[src/rtl/core/scl_pkg.sv]
// ----------------------------------------------------------------------------
// scl_pkg
// Shared types, token kinds and helpers of the source code lexer.
// ----------------------------------------------------------------------------
package scl_pkg;
	localparam int COORD_WIDTH = 16;
	localparam int KEYWORD_MAX_LEN = 9;
	localparam int LEN_CNT_W = $clog2(KEYWORD_MAX_LEN + 1);
	localparam logic [COORD_WIDTH-1:0] COORD_MAX = {COORD_WIDTH{1'b1}};
	localparam logic [COORD_WIDTH-1:0] COORD_ONE = COORD_WIDTH'(1);
	localparam int QUEUE_DEPTH = 4;
	localparam int QUEUE_IDX_W = $clog2(QUEUE_DEPTH);

	localparam logic [5:0] K_IDENT    = 6'd0;
	localparam logic [5:0] K_NUMBER   = 6'd16;
	localparam logic [5:0] K_FLOATNUM = 6'd17;
	localparam logic [5:0] K_STRING   = 6'd18;
	localparam logic [5:0] K_CHARLIT  = 6'd19;
	localparam logic [5:0] K_ASSIGN   = 6'd34;
	localparam logic [5:0] K_EQ       = 6'd35;
	localparam logic [5:0] K_NE       = 6'd36;
	localparam logic [5:0] K_END      = 6'd37;
	localparam logic [5:0] K_ERROR    = 6'd38;

	localparam logic [1:0] ERR_NONE   = 2'd0;
	localparam logic [1:0] ERR_STRING = 2'd1;
	localparam logic [1:0] ERR_CHAR   = 2'd2;
	localparam logic [1:0] ERR_BANG   = 2'd3;

	localparam logic CMD_BYTE = 1'b0;
	localparam logic CMD_END  = 1'b1;

	typedef struct packed {
		logic [5:0]             token_kind;
		logic [COORD_WIDTH-1:0] start_line;
		logic [COORD_WIDTH-1:0] start_column;
		logic [COORD_WIDTH-1:0] token_length;
		logic [7:0]             char_code;
		logic [1:0]             error_code;
		logic                   last_of_item;
	} token_t;

	typedef struct packed {
		logic   valid;
		token_t tok;
	} tok_slot_t;

	// Up to two results of one request, in order.
	typedef struct packed {
		tok_slot_t first;
		tok_slot_t second;
	} tok_pair_t;

	typedef logic [KEYWORD_MAX_LEN*8-1:0] kbuf_t;

	function automatic logic [COORD_WIDTH-1:0] sat_inc(input logic [COORD_WIDTH-1:0] v);
		return (v == COORD_MAX) ? v : v + COORD_ONE;
	endfunction

	function automatic logic [5:0] single_op(input logic [7:0] c);
		case (c)
			8'h2B: return 6'd20;
			8'h2D: return 6'd21;
			8'h2A: return 6'd22;
			8'h2F: return 6'd23;
			8'h3B: return 6'd24;
			8'h28: return 6'd25;
			8'h29: return 6'd26;
			8'h7B: return 6'd27;
			8'h7D: return 6'd28;
			8'h5B: return 6'd29;
			8'h5D: return 6'd30;
			8'h2C: return 6'd31;
			8'h3E: return 6'd32;
			8'h3C: return 6'd33;
			default: return 6'd0;
		endcase
	endfunction

	function automatic logic kw_match(input kbuf_t b, input logic [LEN_CNT_W-1:0] n,
		input string s);
		logic ok;
		ok = (int'(n) == s.len());
		for (int i = 0; i < KEYWORD_MAX_LEN; i++) begin
			if (i < s.len() && b[i*8 +: 8] != s.getc(i)) ok = 1'b0;
		end
		return ok;
	endfunction

	// Reserved word lookup; only lengths up to the buffer size (short_ok) are matched.
	function automatic logic [5:0] keyword_kind(input kbuf_t b,
		input logic [LEN_CNT_W-1:0] n, input logic short_ok);
		logic [5:0] k;
		k = K_IDENT;
		if (short_ok) begin
			if (kw_match(b, n, "if")) k = 6'd1;
			else if (kw_match(b, n, "else")) k = 6'd2;
			else if (kw_match(b, n, "return")) k = 6'd3;
			else if (kw_match(b, n, "print")) k = 6'd4;
			else if (kw_match(b, n, "int")) k = 6'd5;
			else if (kw_match(b, n, "float")) k = 6'd6;
			else if (kw_match(b, n, "char")) k = 6'd7;
			else if (kw_match(b, n, "ComeAndDo")) k = 6'd8;
			else if (kw_match(b, n, "while")) k = 6'd9;
			else if (kw_match(b, n, "for")) k = 6'd10;
			else if (kw_match(b, n, "bool")) k = 6'd11;
			else if (kw_match(b, n, "string")) k = 6'd12;
			else if (kw_match(b, n, "read")) k = 6'd13;
			else if (kw_match(b, n, "input")) k = 6'd14;
			else if (kw_match(b, n, "true")) k = 6'd15;
			else if (kw_match(b, n, "false")) k = 6'd15;
		end
		return k;
	endfunction
endpackage

[src/rtl/core/scl_queue.sv]
// ----------------------------------------------------------------------------
// scl_queue
// Token queue: takes up to two tokens a cycle, hands out one a cycle.
// ----------------------------------------------------------------------------
module scl_queue (
	input  logic               clk,
	input  logic               arst_n,
	input  scl_pkg::tok_pair_t pair,
	output logic               room,
	output logic               q_valid,
	output scl_pkg::token_t    q_tok,
	input  logic               q_pop
);
	import scl_pkg::*;

	token_t                 mem_q [QUEUE_DEPTH];
	logic [QUEUE_IDX_W-1:0] rd_q, wr_q;
	logic [QUEUE_IDX_W:0]   cnt_q;
	logic [1:0]             n_push;
	logic                   pop;

	assign pop = q_pop && q_valid;
	assign n_push = 2'(pair.first.valid) + 2'(pair.second.valid);
	// Room for two more tokens, not counting this cycle's pop.
	assign room = cnt_q <= (QUEUE_IDX_W+1)'(QUEUE_DEPTH - 2);
	assign q_valid = cnt_q != '0;
	assign q_tok = mem_q[rd_q];

	always_ff @(posedge clk) begin
		if (pair.first.valid) mem_q[wr_q] <= pair.first.tok;
		if (pair.second.valid)
			mem_q[wr_q + QUEUE_IDX_W'(pair.first.valid)] <= pair.second.tok;
	end

	always_ff @(posedge clk or negedge arst_n) begin
		if (!arst_n) begin
			rd_q <= '0; wr_q <= '0; cnt_q <= '0;
		end else begin
			wr_q <= wr_q + QUEUE_IDX_W'(n_push);
			rd_q <= rd_q + QUEUE_IDX_W'(pop);
			cnt_q <= cnt_q + (QUEUE_IDX_W+1)'(n_push) - (QUEUE_IDX_W+1)'(pop);
		end
	end
endmodule

[config.mk]
export PLATFORM = sky130hd
export DESIGN_NAME = scl_queue
export DESIGN_NICKNAME = d
export VERILOG_FILES = /design/src/rtl/core/scl_pkg.sv /design/src/rtl/core/scl_queue.sv
export SDC_FILE = /design/constraint.sdc
export NUM_CORES = 1
export LEC_CHECK = 0
export ABC_AREA = 1
export ABC_CLOCK_PERIOD_IN_PS = 15020
export BUFFER_PORTS_ARGS = -buffer_cell sky130_fd_sc_hd__buf_2
export CORE_ASPECT_RATIO = 0.8
export CORE_MARGIN = 1
export CORE_UTILIZATION = 60
export CTS_BUF_LIST = sky130_fd_sc_hd__clkbuf_16
export CTS_CLUSTER_SIZE = 12
export DETAILED_ROUTE_END_ITERATION = 16
export GPL_TIMING_DRIVEN = 0
export PLACE_DENSITY = 0.85
export SETUP_SLACK_MARGIN = 0.15
export SKIP_CTS_REPAIR_TIMING = 1
export SLEW_MARGIN = 10
export SYNTH_ARGS = -nofsm -noshare
export SYNTH_HDL_FRONTEND = slang
export SYNTH_SLANG_ARGS = --single-unit
[constraint.sdc]
create_clock -name clk -period 15.02 [get_ports clk]
set_input_delay 1.502 -clock clk [delete_from_list [all_inputs] [get_ports clk]]
set_output_delay 1.502 -clock clk [all_outputs]
set_load 0.05 [all_outputs]
== After elaboration in Yosys (flattened, before gate mapping) ==
Memories as Yosys holds them, arrays and structs flattened.
Cells that the tools add are included.
Storage, ports and cells
  word-level logic and storage cells: 17
  output and inout bits: 67
  flip-flop bits (word level): 7
  memory bits (writable): 260
  memories: 1
Cells by class
  muxes and demuxes: 4
  add/sub/neg operators: 6
  reduce and logical (&&, ||, !) cells: 2
  $lt $le $gt $ge: 1
Memory list
  mem_q: words 4, bits a word 65, rd ports 1, clocked after Yosys merged registers in 0, write ports 2, line scl_queue.sv:16  | token_t mem_q [QUEUE_DEPTH];
Operators with widths (count)
  adder 2 x 1 -> 2 bit: 2
  2-to-1 mux 1 bit: 4
  adder 3 x 2 -> 3 bit: 1
  <= comparator 3 x 2 -> 1 bit, second input constant: 1
  nonzero test 3 bit: 1
  subtractor 3 x 1 -> 3 bit: 1
  adder 1 x 1 -> 2 bit: 1
  adder 2 bit: 1
  logical AND 1 bit: 1

== Depth between registers and ports, before layout ==
  word-level depth: 3
  gate-level depth with buffers: 9
  mapped depth without buffers: 9

== Worst setup path after synthesis ==
No wires, ideal clock.
  path type: input to register
  start: in pair[131] in the netlist's numbering
  end: mem mem_q[0][0] in the netlist's numbering (enable)
  library setup time: 578 ps
  cell stages on the path: 2
  slack: 8313 ps
  arrival time: 6129 ps
  data required time: 14442 ps
  path through: nand2_1 > o21ai_0
RTL lines
  from (decl): line scl_queue.sv:8  | input scl_pkg::tok_pair_t pair,
  to (decl): line scl_queue.sv:16

==> impl_metrics.csv <==
group,metric,value,unit
routing,wl,44300,um
floorplanning,fp.dieW,175,um
power_and_ir_drop,clockPowerShare,14.4,%
power_and_ir_drop,total_power,4.23,mW
global_routing,antenna_found_initial,2,
job,maxCapViolations,0,
sta,setup_violations,0,
global_routing,grt_pass1_wl,68600,um
floorplanning,dieArea,24600,um^2
power_and_ir_drop,cell_internal_pwr,2.10,mW
sta,fin_crit_sh,27.7,%
worst_setup_path,cp_cell_sequence,"buf_2 -> buf_2 -> clkbuf_1 -> o211ai_1 -> nand2_1 -> buf_2",
worst_setup_path,critPathLaunch,"rd_q[0]$_DFF_PN0_",
worst_setup_path,critPathCapture,"q_tok[17]",
clock_network,cts_tree,"yes",
worst_setup_path,cp.arrival,2.66,ns
synth,yosys_warnings,0,
synth,avgSynthCellArea,8.53,um^2
routing,ant_nets,0,
synth,seq_area_frac_synth,55.5,%
sta,drv_slew,0,
floorplanning,initial_core_util,61.3,%
sta,grt_setup_unrepaired,"false",
worst_setup_path,rr_startpoint,"wr_q[0]$_DFF_PN0_",
final_layout,finalNonFillerCells,2249,
final_layout,syn_to_final_growth,16.7,%
floorplanning,core-area,23500,um^2
sta,worst_clock_skew,0.00891,ns
synth,synth_cells,1686,
worst_setup_path,critPathLaunchType,"flip-flop",
worst_setup_path,crit_path_end_kind,"output port",
synth,synth_top_area_share,54.3,%
worst_setup_path,crit_top_cell,"buf_2",
placed_design,hpwl,29600,um
power_and_ir_drop,swShare,50.3,%
sta,finalCriticalPeriod,4.16,ns
sta,relSlewSlack,52.3,%
routing,viasPerCell,6.05,
power_and_ir_drop,p_comb_share,55.1,%
sta,clock.fmax,240,MHz
power_and_ir_drop,p_leak,7.96,nW
routing,vias,13602,
synth,ys_seq_elements,267,
clock_network,clk_latency,0.53,ns
global_routing,grt.overflow.total,0,
status,outcome,"finished, final reports clean",
placed_design,place.gp.congestion,0.923,
final_layout,fin_util,71.5,%
sta,tns,0,ns
floorplanning,placementRows,50,
floorplanning,die_h,140,um
clock_network,cts_buffers,27,
synth,synthesis.area,14400,um^2
power_and_ir_drop,vdd_drop_max,157,uV
clock_network,cts.clk_slew.worst_paths,0.06,ns
worst_setup_path,reg2reg_to,"mem_q[0][5]$_DFFE_PP_",
synth,synth.distinct_cells,22,
min_path,min_path_type,"flip-flop to flip-flop",
global_routing,grt_max_degree,43,
worst_setup_path,ff2ff_setup_slack,12.02,ns
placed_design,dp_cells,2207,
clock_network,cts_buffer_depth,3,
clock_network,cts_max_level,1,
sta,worst_pin_slew,0.713,ns
clock_network,cts-root-buf,"clkbuf_16",
sta,hold_viol_final,0,
sta,fin_hold_ws,0.538,ns
placed_design,portBuffers,201,
power_and_ir_drop,switchingPower,2.13,mW
synth,synth.largest_area_cell,"edfxtp_1",
clock_network,cts_sinks,267,
power_and_ir_drop,power_frac_seq,30.5,%
routing,drt_iter0_markers,1856,
worst_setup_path,crit_fanout,10,
final_layout,drive_above_1_share,16.5,%
routing,drc,0,
global_routing,grt_pass1_vias,13209,
global_routing,grtUsageTotal,36.0,%
routing,wl_per_cell,19.7,um
worst_setup_path,reg2reg_depth,9,
worst_setup_path,required,13.52,ns
floorplanning,pin_count,202,
synth,synth_area_leaders,"edfxtp_1 (54%), nand2_1 (19%), nand3_1 (9.3%)",
worst_setup_path,path_class,"flip-flop to output port",
final_layout,fin_nets,2067,
power_and_ir_drop,powerDensity,252,nW/um^2
routing,dr.pass1.iters,6,
worst_setup_path,critPathMaxStageDelay,0.49,ns
worst_setup_path,critPathSlowestCell,"clkbuf_1",
synth,syn-num-nets,1829,
[layout by cell type, fill, tap and decap left out, types with 2 or more instances in the layout]
master     netlist  layout
nand2_1        731     729
nand3_1        266     266
buf_2           59     260
edfxtp_1       260     260
inv_1          142     149
o211ai_1       130     130
clkbuf_1        40      40
clkbuf_16        0      27
buf_1           13      13
buf_4           11      11
ha_1             7       7
dfrtp_1          7       7
buf_16           0       7
buf_6            4       4
nor2_1           4       4
diode_2          0       3
inv_2            2       2
xor2_1           2       2
o21ai_4          0       2
nand2_4          0       2
clkinv_1         0       2
clkinv_2         0       2
[logic make-up after synthesis]
kind of cell / after synthesis / share of synthesized area, %
AO/OA/AOI/OAI: 135 / 6.99
XOR/XNOR: 3 / 0.183
adder cells (fa/ha/maj): 8 / 0.748
buffers and inverters: 271 / 8.08
flip-flops: 267 / 55.5
AND/OR/NAND/NOR: 1002 / 28.5
[registers in the layout, summed over array words and instances, names as in the netlist]
name,cells
mem_q,260
cnt_q,3
rd_q,2
wr_q,2
[cell type report]
| type | instances | area (um^2) |
|---|---|---|
| inverter | 144 | 541 |
| clock buffer | 27 | 676 |
| buffer | 127 | 622 |
| fill | 1703 | 6680 |
| antenna | 3 | 7.51 |
| tap | 312 | 390 |
| timing repair buffer | 209 | 1220 |
| sequential | 267 | 7980 |
| multi-input combinational | 1148 | 5270 |
| clock inverter | 12 | 73.8 |
[cells in the mapped netlist, drive strengths merged]
cell / instances
a21boi: 1
a21oi: 1
buf: 87
clkbuf: 40
dfrtp: 7
edfxtp: 260
fa: 1
ha: 7
inv: 144
nand2: 731
nand3: 266
nor2: 5
o211ai: 130
o21ai: 2
o21bai: 1
xnor2: 1
xor2: 2
[critical path: cells and delay by family, from the launching register on]
kind,cells,cell delay [ns]
buf+inv,4,1.34
flops,1,0.37
compound gates,1,0.24
simple gates,1,0.18
[metrics by stage]
step                      setup WS [ns]  instance area, um^2
final                             10.86                16800
after CTS                         10.92                16800
after detailed placement          10.91                16000
after floorplan                    8.31                14400
after global placement             5.14                15800
after global routing              10.76                16800
[layer usage]
metal  wire, um  up-vias  GRT usage (%)
met5          0        -              0
met3       6380      151           6.84
met4       1570        0           15.6
met1      15800     6177           47.9
li1           -     6104              -
met2      20600     1170           58.0
[power groups by stage]
| stage | Combinational [mW] | Sequential [mW] | Clock [mW] |
|---|---|---|---|
| after global routing | 2.47 | 1.31 | 0.634 |
| after CTS | 2.29 | 1.29 | 0.608 |
| after global placement | 2.13 | 1.36 | 0 |
| after floorplan | 1.55 | 1.32 | 0 |
| after detailed placement | 2.27 | 1.30 | 0 |
| final | 2.33 | 1.29 | 0.611 |
[worst min path at each step]
stage	startpoint	to	slack, ns	depth (start not counted)
after floorplan	rd_q[0]$_DFF_PN0_	rd_q[0]$_DFF_PN0_	0.47	1
after global placement	rd_q[0]$_DFF_PN0_	rd_q[0]$_DFF_PN0_	0.52	1
after detailed placement	rd_q[0]$_DFF_PN0_	rd_q[0]$_DFF_PN0_	0.53	1
after CTS	rd_q[0]$_DFF_PN0_	rd_q[0]$_DFF_PN0_	0.54	1
after global routing	rd_q[0]$_DFF_PN0_	rd_q[0]$_DFF_PN0_	0.57	1
final	rd_q[0]$_DFF_PN0_	rd_q[0]$_DFF_PN0_	0.54	1
Power figures use the tool's default switching activity.
