`config.mk`:
```
export PLATFORM = sky130hd
export DESIGN_NAME = scl_back
export DESIGN_NICKNAME = d
export VERILOG_FILES = /design/src/rtl/core/scl_pkg.sv /design/src/rtl/core/scl_back.sv
export SDC_FILE = /design/constraint.sdc
export NUM_CORES = 1
export LEC_CHECK = 0
export ABC_AREA = 1
export BUFFER_PORTS_ARGS = -buffer_cell sky130_fd_sc_hd__buf_2
export CORE_MARGIN = 2
export CORE_UTILIZATION = 43
export CTS_CLUSTER_DIAMETER = 40
export DETAILED_ROUTE_END_ITERATION = 12
export GPL_TIMING_DRIVEN = 0
export PLACE_DENSITY_LB_ADDON = 0.12
export SYNTH_ARGS = -nofsm -noshare
export SYNTH_HDL_FRONTEND = slang
export SYNTH_SLANG_ARGS = --single-unit
```
`constraint.sdc`:
```
create_clock -name clk -period 3.85 [get_ports clk]
set_input_delay 0 -clock clk [delete_from_list [all_inputs] [get_ports clk]]
set_output_delay 0 -clock clk [all_outputs]
set_load 0.02 [all_outputs]
```
`src/rtl/core/scl_pkg.sv`:
```
// ----------------------------------------------------------------------------
// scl_pkg
// Shared types, token kinds and helpers of the source code lexer.
// ----------------------------------------------------------------------------
package scl_pkg;
	localparam int COORD_WIDTH = 16;
	localparam int KEYWORD_MAX_LEN = 9;
	localparam int LEN_CNT_W = $clog2(KEYWORD_MAX_LEN + 1);
	localparam logic [COORD_WIDTH-1:0] COORD_MAX = {COORD_WIDTH{1'b1}};
	localparam logic [COORD_WIDTH-1:0] COORD_ONE = COORD_WIDTH'(1);
	localparam int QUEUE_DEPTH = 4;
	localparam int QUEUE_IDX_W = $clog2(QUEUE_DEPTH);

	localparam logic [5:0] K_IDENT    = 6'd0;
	localparam logic [5:0] K_NUMBER   = 6'd16;
	localparam logic [5:0] K_FLOATNUM = 6'd17;
	localparam logic [5:0] K_STRING   = 6'd18;
	localparam logic [5:0] K_CHARLIT  = 6'd19;
	localparam logic [5:0] K_ASSIGN   = 6'd34;
	localparam logic [5:0] K_EQ       = 6'd35;
	localparam logic [5:0] K_NE       = 6'd36;
	localparam logic [5:0] K_END      = 6'd37;
	localparam logic [5:0] K_ERROR    = 6'd38;

	localparam logic [1:0] ERR_NONE   = 2'd0;
	localparam logic [1:0] ERR_STRING = 2'd1;
	localparam logic [1:0] ERR_CHAR   = 2'd2;
	localparam logic [1:0] ERR_BANG   = 2'd3;

	localparam logic CMD_BYTE = 1'b0;
	localparam logic CMD_END  = 1'b1;

	typedef struct packed {
		logic [5:0]             token_kind;
		logic [COORD_WIDTH-1:0] start_line;
		logic [COORD_WIDTH-1:0] start_column;
		logic [COORD_WIDTH-1:0] token_length;
		logic [7:0]             char_code;
		logic [1:0]             error_code;
		logic                   last_of_item;
	} token_t;

	typedef struct packed {
		logic   valid;
		token_t tok;
	} tok_slot_t;

	// Up to two results of one request, in order.
	typedef struct packed {
		tok_slot_t first;
		tok_slot_t second;
	} tok_pair_t;

	typedef logic [KEYWORD_MAX_LEN*8-1:0] kbuf_t;

	function automatic logic [COORD_WIDTH-1:0] sat_inc(input logic [COORD_WIDTH-1:0] v);
		return (v == COORD_MAX) ? v : v + COORD_ONE;
	endfunction

	function automatic logic [5:0] single_op(input logic [7:0] c);
		case (c)
			8'h2B: return 6'd20;
			8'h2D: return 6'd21;
			8'h2A: return 6'd22;
			8'h2F: return 6'd23;
			8'h3B: return 6'd24;
			8'h28: return 6'd25;
			8'h29: return 6'd26;
			8'h7B: return 6'd27;
			8'h7D: return 6'd28;
			8'h5B: return 6'd29;
			8'h5D: return 6'd30;
			8'h2C: return 6'd31;
			8'h3E: return 6'd32;
			8'h3C: return 6'd33;
			default: return 6'd0;
		endcase
	endfunction

	function automatic logic kw_match(input kbuf_t b, input logic [LEN_CNT_W-1:0] n,
		input string s);
		logic ok;
		ok = (int'(n) == s.len());
		for (int i = 0; i < KEYWORD_MAX_LEN; i++) begin
			if (i < s.len() && b[i*8 +: 8] != s.getc(i)) ok = 1'b0;
		end
		return ok;
	endfunction

	// Reserved word lookup; only lengths up to the buffer size (short_ok) are matched.
	function automatic logic [5:0] keyword_kind(input kbuf_t b,
		input logic [LEN_CNT_W-1:0] n, input logic short_ok);
		logic [5:0] k;
		k = K_IDENT;
		if (short_ok) begin
			if (kw_match(b, n, "if")) k = 6'd1;
			else if (kw_match(b, n, "else")) k = 6'd2;
			else if (kw_match(b, n, "return")) k = 6'd3;
			else if (kw_match(b, n, "print")) k = 6'd4;
			else if (kw_match(b, n, "int")) k = 6'd5;
			else if (kw_match(b, n, "float")) k = 6'd6;
			else if (kw_match(b, n, "char")) k = 6'd7;
			else if (kw_match(b, n, "ComeAndDo")) k = 6'd8;
			else if (kw_match(b, n, "while")) k = 6'd9;
			else if (kw_match(b, n, "for")) k = 6'd10;
			else if (kw_match(b, n, "bool")) k = 6'd11;
			else if (kw_match(b, n, "string")) k = 6'd12;
			else if (kw_match(b, n, "read")) k = 6'd13;
			else if (kw_match(b, n, "input")) k = 6'd14;
			else if (kw_match(b, n, "true")) k = 6'd15;
			else if (kw_match(b, n, "false")) k = 6'd15;
		end
		return k;
	endfunction
endpackage

```
`src/rtl/core/scl_back.sv`:
```
// ----------------------------------------------------------------------------
// scl_back
// Output register stage: drains the token queue onto the result channel.
// ----------------------------------------------------------------------------
module scl_back (
	input  logic            clk,
	input  logic            arst_n,
	input  logic            q_valid,
	input  scl_pkg::token_t q_tok,
	output logic            q_pop,
	output logic            out_valid,
	input  logic            out_ready,
	output scl_pkg::token_t out_tok
);
	import scl_pkg::*;

	logic   valid_q;
	token_t tok_q;

	assign q_pop = q_valid && (!valid_q || out_ready);
	assign out_valid = valid_q;
	assign out_tok = tok_q;

	always_ff @(posedge clk or negedge arst_n) begin
		if (!arst_n) valid_q <= 1'b0;
		else if (!valid_q || out_ready) valid_q <= q_valid;
	end

	always_ff @(posedge clk) begin
		if (q_pop) tok_q <= q_tok;
	end
endmodule

```
## Word level (Yosys, flattened, before mapping)

Index checks and enable logic that the tools add are counted.

- Register bits: 66
- Output and inout bits: 67

- Reduce and logical (&&, ||, !) cells: 3

Operator list:

| kind | number |
|---|---|
| $logic_and 1x1->1 | 1 |
| $logic_not 1->1 | 1 |
| $logic_or 1x1->1 | 1 |

## Depth between registers and ports, before layout

Gate-level depths: netlist (run 1).

- Depth in word-level cells: 3
- Depth in mapped cells: 3
- Gate-level depth less buffers: 3

## Worst setup path after synthesis (run 1)

OpenSTA, ideal clock, no wires.

- Kind: flip-flop to flip-flop
- Start point: register valid_q (netlist: out_valid)
- End point: register tok_q (netlist bit out_tok[0]) (enable)
- Setup time: 454 ps
- Arrival time: 2430 ps
- Required time: 3396 ps
- Slack: 967 ps
- Cell stages (with the launch flop): 2
- Clock period less this slack: 2883 ps
- Cells stage by stage: dfrtp_1 -> a21oi_2

- Cells in the longest elaborated chain, start to end: 3

RTL lines:

| element | line | text |
|---|---|---|
| start: declaration | scl_back.sv:17 | `logic valid_q;` |
| start signal: assignment | scl_back.sv:26 | `else if (!valid_q \|\| out_ready) valid_q <= q_valid;` |
| $logic_not 1->1 | scl_back.sv:20 | `assign q_pop = q_valid && (!valid_q \|\| out_ready);` |
| $logic_or 1x1->1 | scl_back.sv:20 |  |
| $logic_and 1x1->1 | scl_back.sv:20 |  |
| net q_pop | scl_back.sv:10 | `output logic q_pop,` |
| end signal: assignment | scl_back.sv:30 | `if (q_pop) tok_q <= q_tok;` |
| end: declaration | scl_back.sv:18 | `token_t tok_q;` |

The timed path passes the listed nets, and every way through them passes these cells.
A chain may end at the register's enable or synchronous reset.

## Final worst setup path (run 1)

- Start point: register valid_q (netlist: out_valid)
- End point: output q_pop

- Cells in the longest elaborated chain, start to end: 3

RTL lines:

| element | line |
|---|---|
| $logic_not 1->1 | scl_back.sv:20 |
| $logic_or 1x1->1 | scl_back.sv:20 |
| $logic_and 1x1->1 | scl_back.sv:20 |
| end: declaration | scl_back.sv:10 |

Every way passes these cells.

==> flow_metrics.tcl, run 1 <==
set metrics [dict create \
    crit_chain "a21oi_4 -> buf_16 -> buf_16 -> buf_2" \
    wire_per_inst_um 15.1 \
    utilization 0.832 \
    fmax_ghz 0.502 \
    synth_area_per_cell_um2 28.2 \
    worst-setup-path-type "flip-flop to output pin" \
    gp_congestion 0.645 \
    grt_antenna_before_repair 0 \
    cts-root-buf "clkbuf_8" \
    synth_seq_cells 66 \
    yosys.area.top_type "edfxtp_1" \
    die_x_um 72.2 \
    die_area_um2 5210 \
    seq_area_um2 1980 \
    crit_required_ns 3.85 \
    clock_sinks 66 \
    track_usage 0.207 \
    fin_cells 345 \
    ir_worst_vdd_uv 378 \
    max_cap_violations 0 \
    synth_commonest_cells "edfxtp_1 (65), inv_1 (2), nand2_1 (2)" \
    cpMostUsedCell "buf_16" \
    fillers 221 \
    placed_cells 260 \
    cts_buffer_depth 2 \
    crit_fanout 26 \
    maxSlewHeadroom 0.548 \
    critPathArrivalTime_ns 1.99 \
    numCtsBuffers 9 \
    synth_edf_count 65 \
    htree_levels 3 \
    netlist_area_um2 2000 \
    status "finished, final reports clean" \
    num_io_pins 136 \
    drv_slew 0 \
    drc 0 \
    initial_core_util 0.453 \
    overflow 0 \
    yosys_warnings 0 \
    cts_setup_buffers 0 \
    cts_tree "done" \
    drt_wl_total_um 5200 \
    synth.distinct_cells 5 \
    synthMostInstantiatedCell "edfxtp_1" \
    seq_area_frac_synth 0.988 \
    drtIter0Drc 99 \
    vias 1542 \
    path_buf_inv 3 \
    yosys-top-cells-area "edfxtp_1 (98%), dfrtp_1 (1.3%), a21oi_2 (0.44%), inv_1 (0.38%), nand2_1 (0.38%)" \
    powerDensity_nw_per_um2 430 \
    antenna_cells 0 \
    ant_nets 0 \
    clock_skew_ns 0.00755 \
    first_pass_iters 4 \
    synth_cells 71 \
    die_height_um 72.2 \
    grt_first_pass_wirelength_um 7630 \
    routed_via_density 4.47 \
    synth_flop_cell "edfxtp_1" \
    synth_nets 140 \
    yosysTopAreaCellShare 0.976 \
    period_needed_ns 1.99 \
    grt_max_degree 27 \
    crit_path_max_incr_delay_ns 0.59 \
    rsz0062_at_grt "no" \
    setup_tns_ns 0 \
    finalHoldViolCount 0 \
    end_kind "output pin" \
    area_growth_syn_to_layout_pct 83.6 \
    io_buffers 135 \
    holdCritPathClass "input port to flip-flop" \
    critical_path.slowest_cell "a21oi_4" \
    num_rows 24 \
    critPathLaunchType "flip-flop" \
    worstMarginPinSlew_ns 0.676 \
    grt_pass1_vias 1657 \
    drive_above_1_share 0.509 \
    fp.coreArea_um2 4410 \
    nets 357 \
    multi_input_area_um2 23.8 \
    finalSetupViolCount 0 \
    leakage_nw 1.58 \
    post-route-period-util 0.517 \
    insertion_delay_ns 0.33 \
    synth-async-reset-ratio 0.0152 \
    clk_pin_slew_ns 0.06 \
    crit_family "buffers and inverters" \
]
-- placed cells by master (no fill, tap or decap) --
cell           synthesis  layout
buf_2                  0     135
dlygate4sd3_1          0      69
edfxtp_1              65      65
clkbuf_8               0       9
clkbuf_1               0       3
inv_1                  2       2
nand2_1                2       2
clkinv_1               0       2
buf_16                 0       2
a21oi_4                0       1
bufinv_16              0       1
clkinv_2               0       1
dfrtp_1                1       1
-- path summary, 6_finish.rpt --
path,from,to,slack (ns),depth (start not counted)
hold / removal,out_ready,out_tok[22],0.27,3
setup reg to reg,out_valid,out_tok[11],2.08,3
max in group asynchronous,arst_n,out_valid,3.19,3
min in group asynchronous,arst_n,out_valid,0.54,3
hold reg to reg,out_valid,out_tok[22],0.83,1
setup / recovery,out_valid,q_pop,1.86,4
-- cell families (layout without fill, tap and decap cells) --
group	Yosys count	count (layout)	synth area share
flops	66	66	0.988
simple gates	2	2	0.00375
buf+inv	2	224	0.00375
compound gates	1	1	0.00438
-- worst min-delay path, cell delays in order --
cell,delay [ns]
buf_2,0.10
inv_1,0.11
a21oi_4,0.19
-- power by group --
part	total [mW]	internal, mW	switching, mW
Sequential	0.847	0.837	0.00996
Combinational	0.206	0.103	0.103
Clock	0.527	0.294	0.233
Total	1.58	1.23	0.346
-- through the flow --
stage / setup WS (ns) / power (mW) / hold WS, ns / instance area, um2
after global placement: 0.746 / 0.998 / -0.225 / 2740
after floorplan: 0.967 / 0.931 / -0.296 / 2000
after detailed placement: 2.06 / 1.01 / -0.224 / 2800
final: 1.86 / 1.58 / 0.268 / 3670
after global routing: 1.77 / 1.63 / 0.274 / 3670
after CTS: 1.83 / 1.59 / 0.265 / 3670
-- area by class of cell --
class	instances	share of cell area
clock inverters	4	0.0116
multi-input cells	3	0.00647
repair buffers	206	0.387
inverters	2	0.00204
well taps	52	0.0177
flip-flops and latches	66	0.538
clock buffers	12	0.0368
-- what timing repair did --
item	in CTS	in global routing
hold buffers	69	0
gates resized for setup	0	0
endpoints found under the hold margin	67	0
-- routing by layer --
metal	wire (um)	vias to the layer above	GRT usage
li1	-	720	-
met1	1680	722	0.190
met2	2970	88	0.393
met3	440	12	0.0681
met4	112	0	0.111
met5	0	-	0
-- sequential cells by signal, summed over array words and instances, names as in the netlist --
signal     count
out_tok       65
out_valid      1
No activity file was read; power rests on OpenSTA's default activity.
==> run 2, diff against run 1 <==
--- a/config.mk
+++ b/config.mk
@@ -8,7 +8,7 @@
 export ABC_AREA = 1
 export BUFFER_PORTS_ARGS = -buffer_cell sky130_fd_sc_hd__buf_2
 export CORE_MARGIN = 2
-export CORE_UTILIZATION = 43
+export CORE_UTILIZATION = 36
 export CTS_CLUSTER_DIAMETER = 40
 export DETAILED_ROUTE_END_ITERATION = 12
 export GPL_TIMING_DRIVEN = 0
==> constraint.sdc (replaced) <==
create_clock -name clk -period 1.7 [get_ports clk]
set_input_delay 0 -clock clk [delete_from_list [all_inputs] [get_ports clk]]
set_output_delay 0 -clock clk [all_outputs]
set_load 0.02 [all_outputs]
==> flow_metrics.tcl, run 2 (synthesized netlist as in run 1, its figures left out) <==
set metrics [dict create \
    r2r_setup_slack_ns 0.45 \
    end_kind "output pin" \
    grt_first_pass_wirelength_um 7510 \
    antenna_cells 0 \
    max_cap_violations 0 \
    largest_reg_flops 65 \
    p_sw_frac 0.226 \
    leakage_nw 1.57 \
    p_switching_uw 765 \
    num_rows 27 \
    clock_sinks 66 \
    vias 1520 \
    numCtsBuffers 9 \
    cts_setup_buffers 0 \
    worstMarginPinSlew_ns 0.246 \
    drt_wl_total_um 4900 \
    drive_above_1_share 0.517 \
    crit_fanout 31 \
    fmax_ghz 0.702 \
    critPathArrivalTime_ns 1.42 \
    critPathLaunchType "flip-flop" \
    finalSetupViolCount 0 \
    fp.coreArea_um2 5440 \
    r2r-start "out_valid" \
    htree_levels 3 \
    fillers 387 \
    maxSlewHeadroom 0.836 \
    ant_nets 0 \
    r2r-end "out_valid" \
    hold_buffers 69 \
    nets 357 \
    cts_tree "done" \
    drtIter0Drc 39 \
    drc 0 \
    seq_area_um2 1980 \
    area_growth_syn_to_layout_pct 82.7 \
    clock_skew_ns 0.00505 \
    power_frac_seq 0.565 \
    crit_end "q_pop" \
    final_common_cell "buf_2" \
    rsz0062_at_grt "no" \
    worst-setup-path-type "flip-flop to output pin" \
    layout_common_cells "buf_2 (135), dlygate4sd3_1 (69), edfxtp_1 (65)" \
    clk_pin_slew_ns 0.06 \
    cts_buffer_depth 2 \
    io_buffers 135 \
    pwr-share-clk 0.300 \
    initial_core_util 0.368 \
    wire_per_inst_um 13.5 \
    r2r_cells 3 \
    gp_congestion 0.663 \
    finalHoldViolCount 0 \
    grt_antenna_before_repair 0 \
    num_io_pins 136 \
    grt_max_degree 34 \
    period_needed_ns 1.42 \
    insertion_delay_ns 0.32 \
    final_area_um2 3660 \
    ir_worst_vdd_uv 593 \
    powerDensity_nw_per_um2 928 \
    die_height_um 78.6 \
    routed_via_density 4.18 \
    power.total_mw 3.39 \
    post-route-period-util 0.838 \
    multi_input_area_um2 23.8 \
    post_cts_resized 0 \
    overflow 0 \
    p_int_mw 2.63 \
    holdCritPathClass "input port to flip-flop" \
    drv_slew 0 \
    die_area_um2 6170 \
    comb_power_share 0.135 \
    cts-root-buf "clkbuf_8" \
    track_usage 0.165 \
    placed_area_um2 2820 \
    first_pass_iters 4 \
    die_x_um 78.6 \
    crit_required_ns 1.70 \
    grt_pass1_vias 1687 \
    status "finished, final reports clean" \
    crit_start "out_valid" \
]
-- run 2: cell types whose count changed in the layout (fill, tap and decap cells not counted), sizes merged --
cell | before | now
clkbuf | 12 | 10
bufinv | 1 | 0
clkinv | 3 | 5
-- run 2: worst max-delay path, stage by stage (launching register included) --
cell	delay, ns
dfrtp_2	0.43
a21oi_4	0.24
buf_12	0.23
buf_2	0.19
-- run 2: power groups by stage --
stage          clock, mW  sequential, mW  combinational, mW
3_5_place_dp           0            1.95              0.334
6_report            1.02            1.92              0.458
4_1_cts             1.06            1.92              0.457
5_1_grt             1.11            1.92              0.490
3_3_place_gp           0            1.95              0.310
2_1_floorplan          0            2.07             0.0363
-- run 2: through the flow --
step / util / std cells / setup TNS, ns / hold WS (ns) / setup WS, ns
floorplan: - / 71 / -26.74 / -0.296 / -0.411
global route: 0.672 / 364 / 0 / 0.169 / 0.209
CTS: 0.672 / 364 / 0 / 0.138 / 0.243
finish: 0.672 / 364 / 0 / 0.169 / 0.276
detailed placement: 0.518 / 280 / 0 / -0.222 / 0.475
global placement: 0.510 / 278 / -36.15 / -0.225 / -0.551
-- run 2: worst min path at each step --
stage,start,end,slack [ns],cells after the start
global route,out_ready,out_tok[6],0.17,3
finish,out_ready,out_tok[6],0.17,3
detailed placement,arst_n,out_valid,-0.22,1
CTS,out_ready,out_tok[6],0.14,3
floorplan,arst_n,out_valid,-0.30,0
global placement,arst_n,out_valid,-0.22,1
-- run 2: metal layers --
metal	vias to the layer above	wire, um	global-route usage
met5	-	0	0
met4	0	88	0.0947
met3	13	417	0.0529
met2	94	2670	0.315
met1	700	1720	0.150
li1	713	-	-
-- run 2: final cells by class --
| class | instances | area share |
|---|---|---|
| Clock buffer | 10 | 0.0349 |
| Sequential cell | 66 | 0.541 |
| Multi-Input combinational cell | 3 | 0.00650 |
| Timing Repair Buffer | 206 | 0.385 |
| Inverter | 2 | 0.00205 |
| Clock inverter | 5 | 0.00616 |
| Tap cell | 72 | 0.0246 |
==> run 3, diff against run 2 <==
--- a/config.mk
+++ b/config.mk
@@ -8,7 +8,7 @@
 export ABC_AREA = 1
 export BUFFER_PORTS_ARGS = -buffer_cell sky130_fd_sc_hd__buf_2
 export CORE_MARGIN = 2
-export CORE_UTILIZATION = 36
+export CORE_UTILIZATION = 40
 export CTS_CLUSTER_DIAMETER = 40
 export DETAILED_ROUTE_END_ITERATION = 12
 export GPL_TIMING_DRIVEN = 0
==> constraint.sdc (replaced) <==
create_clock -name clk -period 1.4 [get_ports clk]
set_input_delay 0 -clock clk [delete_from_list [all_inputs] [get_ports clk]]
set_output_delay 0 -clock clk [all_outputs]
set_load 0.02 [all_outputs]
==> flow_metrics.tcl, run 3 (synthesized netlist as in run 1, its figures left out) <==
set metrics [dict create \
    powerDensity_nw_per_um2 1140 \
    wire_per_inst_um 14.0 \
    overflow 0 \
    worst_slack_ns 0.0824 \
    period_needed_ns 1.32 \
    worst-setup-path-type "flip-flop to flip-flop" \
    grt_max_degree 36 \
    clock_sinks 66 \
    r2r-start "out_valid" \
    fillers 286 \
    ir_worst_vdd_uv 766 \
    clock_skew_ns 0.00613 \
    finalSetupViolCount 0 \
    max_cap_violations 0 \
    holdWs_ns 0.0586 \
    critical_path.slowest_cell "a21oi_4" \
    maxSlewHeadroom 0.640 \
    crit_path_max_incr_delay_ns 0.49 \
    cts_tree "done" \
    end_kind "flip-flop" \
    drv_slew 0 \
    die_x_um 74.7 \
    num_rows 25 \
    routed_via_density 4.17 \
    numCtsBuffers 9 \
    rsz0062_at_grt "no" \
    crit_chain "a21oi_4" \
    clk_pin_slew_ns 0.06 \
    crit_start "out_valid" \
    crit_family "compound AO/OA/AOI/OAI gates" \
    grt_first_pass_wirelength_um 7110 \
    cts-root-buf "clkbuf_8" \
    worstMarginPinSlew_ns 0.539 \
    num_io_pins 136 \
    fp.coreArea_um2 4790 \
    critPathArrivalTime_ns 1.29 \
    area_growth_syn_to_layout_pct 84.9 \
    die_area_um2 5580 \
    first_pass_iters 4 \
    seq_area_um2 1980 \
    holdCritPathClass "input port to flip-flop" \
    fmax_ghz 0.759 \
    min_from "out_ready" \
    drtIter0Drc 30 \
    largest_reg_flops 65 \
    track_usage 0.188 \
    grt_pass1_vias 1561 \
    placed_cells 274 \
    setup_tns_ns 0 \
    post-route-period-util 0.941 \
    vias 1508 \
    grt_antenna_before_repair 0 \
    io_buffers 135 \
    cts_buffer_depth 2 \
    initial_core_util 0.418 \
    drive_above_1_share 0.525 \
    pre_cts_ws_ns -0.491 \
    gp_congestion 0.666 \
    layout_common_cells "buf_2 (134), dlygate4sd3_1 (68), edfxtp_1 (65)" \
    drc 0 \
    critPathLaunchType "flip-flop" \
    leakage_nw 1.59 \
    utilization 0.773 \
    final_common_cell "buf_2" \
    fin_cells 362 \
    finalHoldViolCount 0 \
    insertion_delay_ns 0.33 \
    ant_nets 0 \
    multi_input_area_um2 40.0 \
    crit_required_ns 1.37 \
    crit_fanout 16 \
    path_buf_inv 0 \
    drt_wl_total_um 5080 \
    status "finished, final reports clean" \
    htree_levels 3 \
    nets 359 \
    die_height_um 74.7 \
    antenna_cells 0 \
]
[run 3: path summary, 6_finish.rpt]
kind                                to  cells past startpoint  slack [ns]
setup / recovery           out_tok[52]                      1        0.08
max in group asynchronous    out_valid                      3        0.78
hold reg to reg              out_valid                      2        0.64
hold / removal               out_valid                      4        0.06
setup reg to reg           out_tok[52]                      1        0.08
min in group asynchronous    out_valid                      3        0.50
[run 3: what timing repair did]
item                                    4_1_cts  5_1_grt
hold buffers                                 68        0
pin swaps                                     1        1
gates cloned                                  1        1
endpoints found under the hold margin        67        0
endpoints found under the setup margin       66        1
resized for setup                             4        0
buffers inserted                              1        1
[run 3: report_power, final]
part           total, mW  switching [mW]  internal, mW
registers           2.33          0.0275          2.30
clock network       1.32           0.642         0.683
logic              0.571           0.285         0.286
[run 3: stage by stage]
step	total power [mW]	area (um2)
CTS	4.24	3670
floorplan	2.56	2010
finish	4.23	3700
global placement	2.74	2770
global route	4.40	3700
detailed placement	2.76	2790
[run 3: layout make-up]
type,count,area share
Timing Repair Buffer,207,0.386
Multi-Input combinational cell,4,0.0108
Sequential cell,66,0.535
Clock inverter,3,0.00406
Inverter,2,0.00203
Tap cell,67,0.0227
Clock buffer,13,0.0402
[run 3: metal layers]
metal | part of all wire | vias to the layer above | wire [um] | track usage
li1 | - | 723 | - | -
met5 | 0 | - | 0 | 0
met3 | 0.087 | 15 | 443 | 0.0884
met2 | 0.53 | 82 | 2710 | 0.335
met1 | 0.35 | 688 | 1780 | 0.177
met4 | 0.028 | 0 | 142 | 0.101
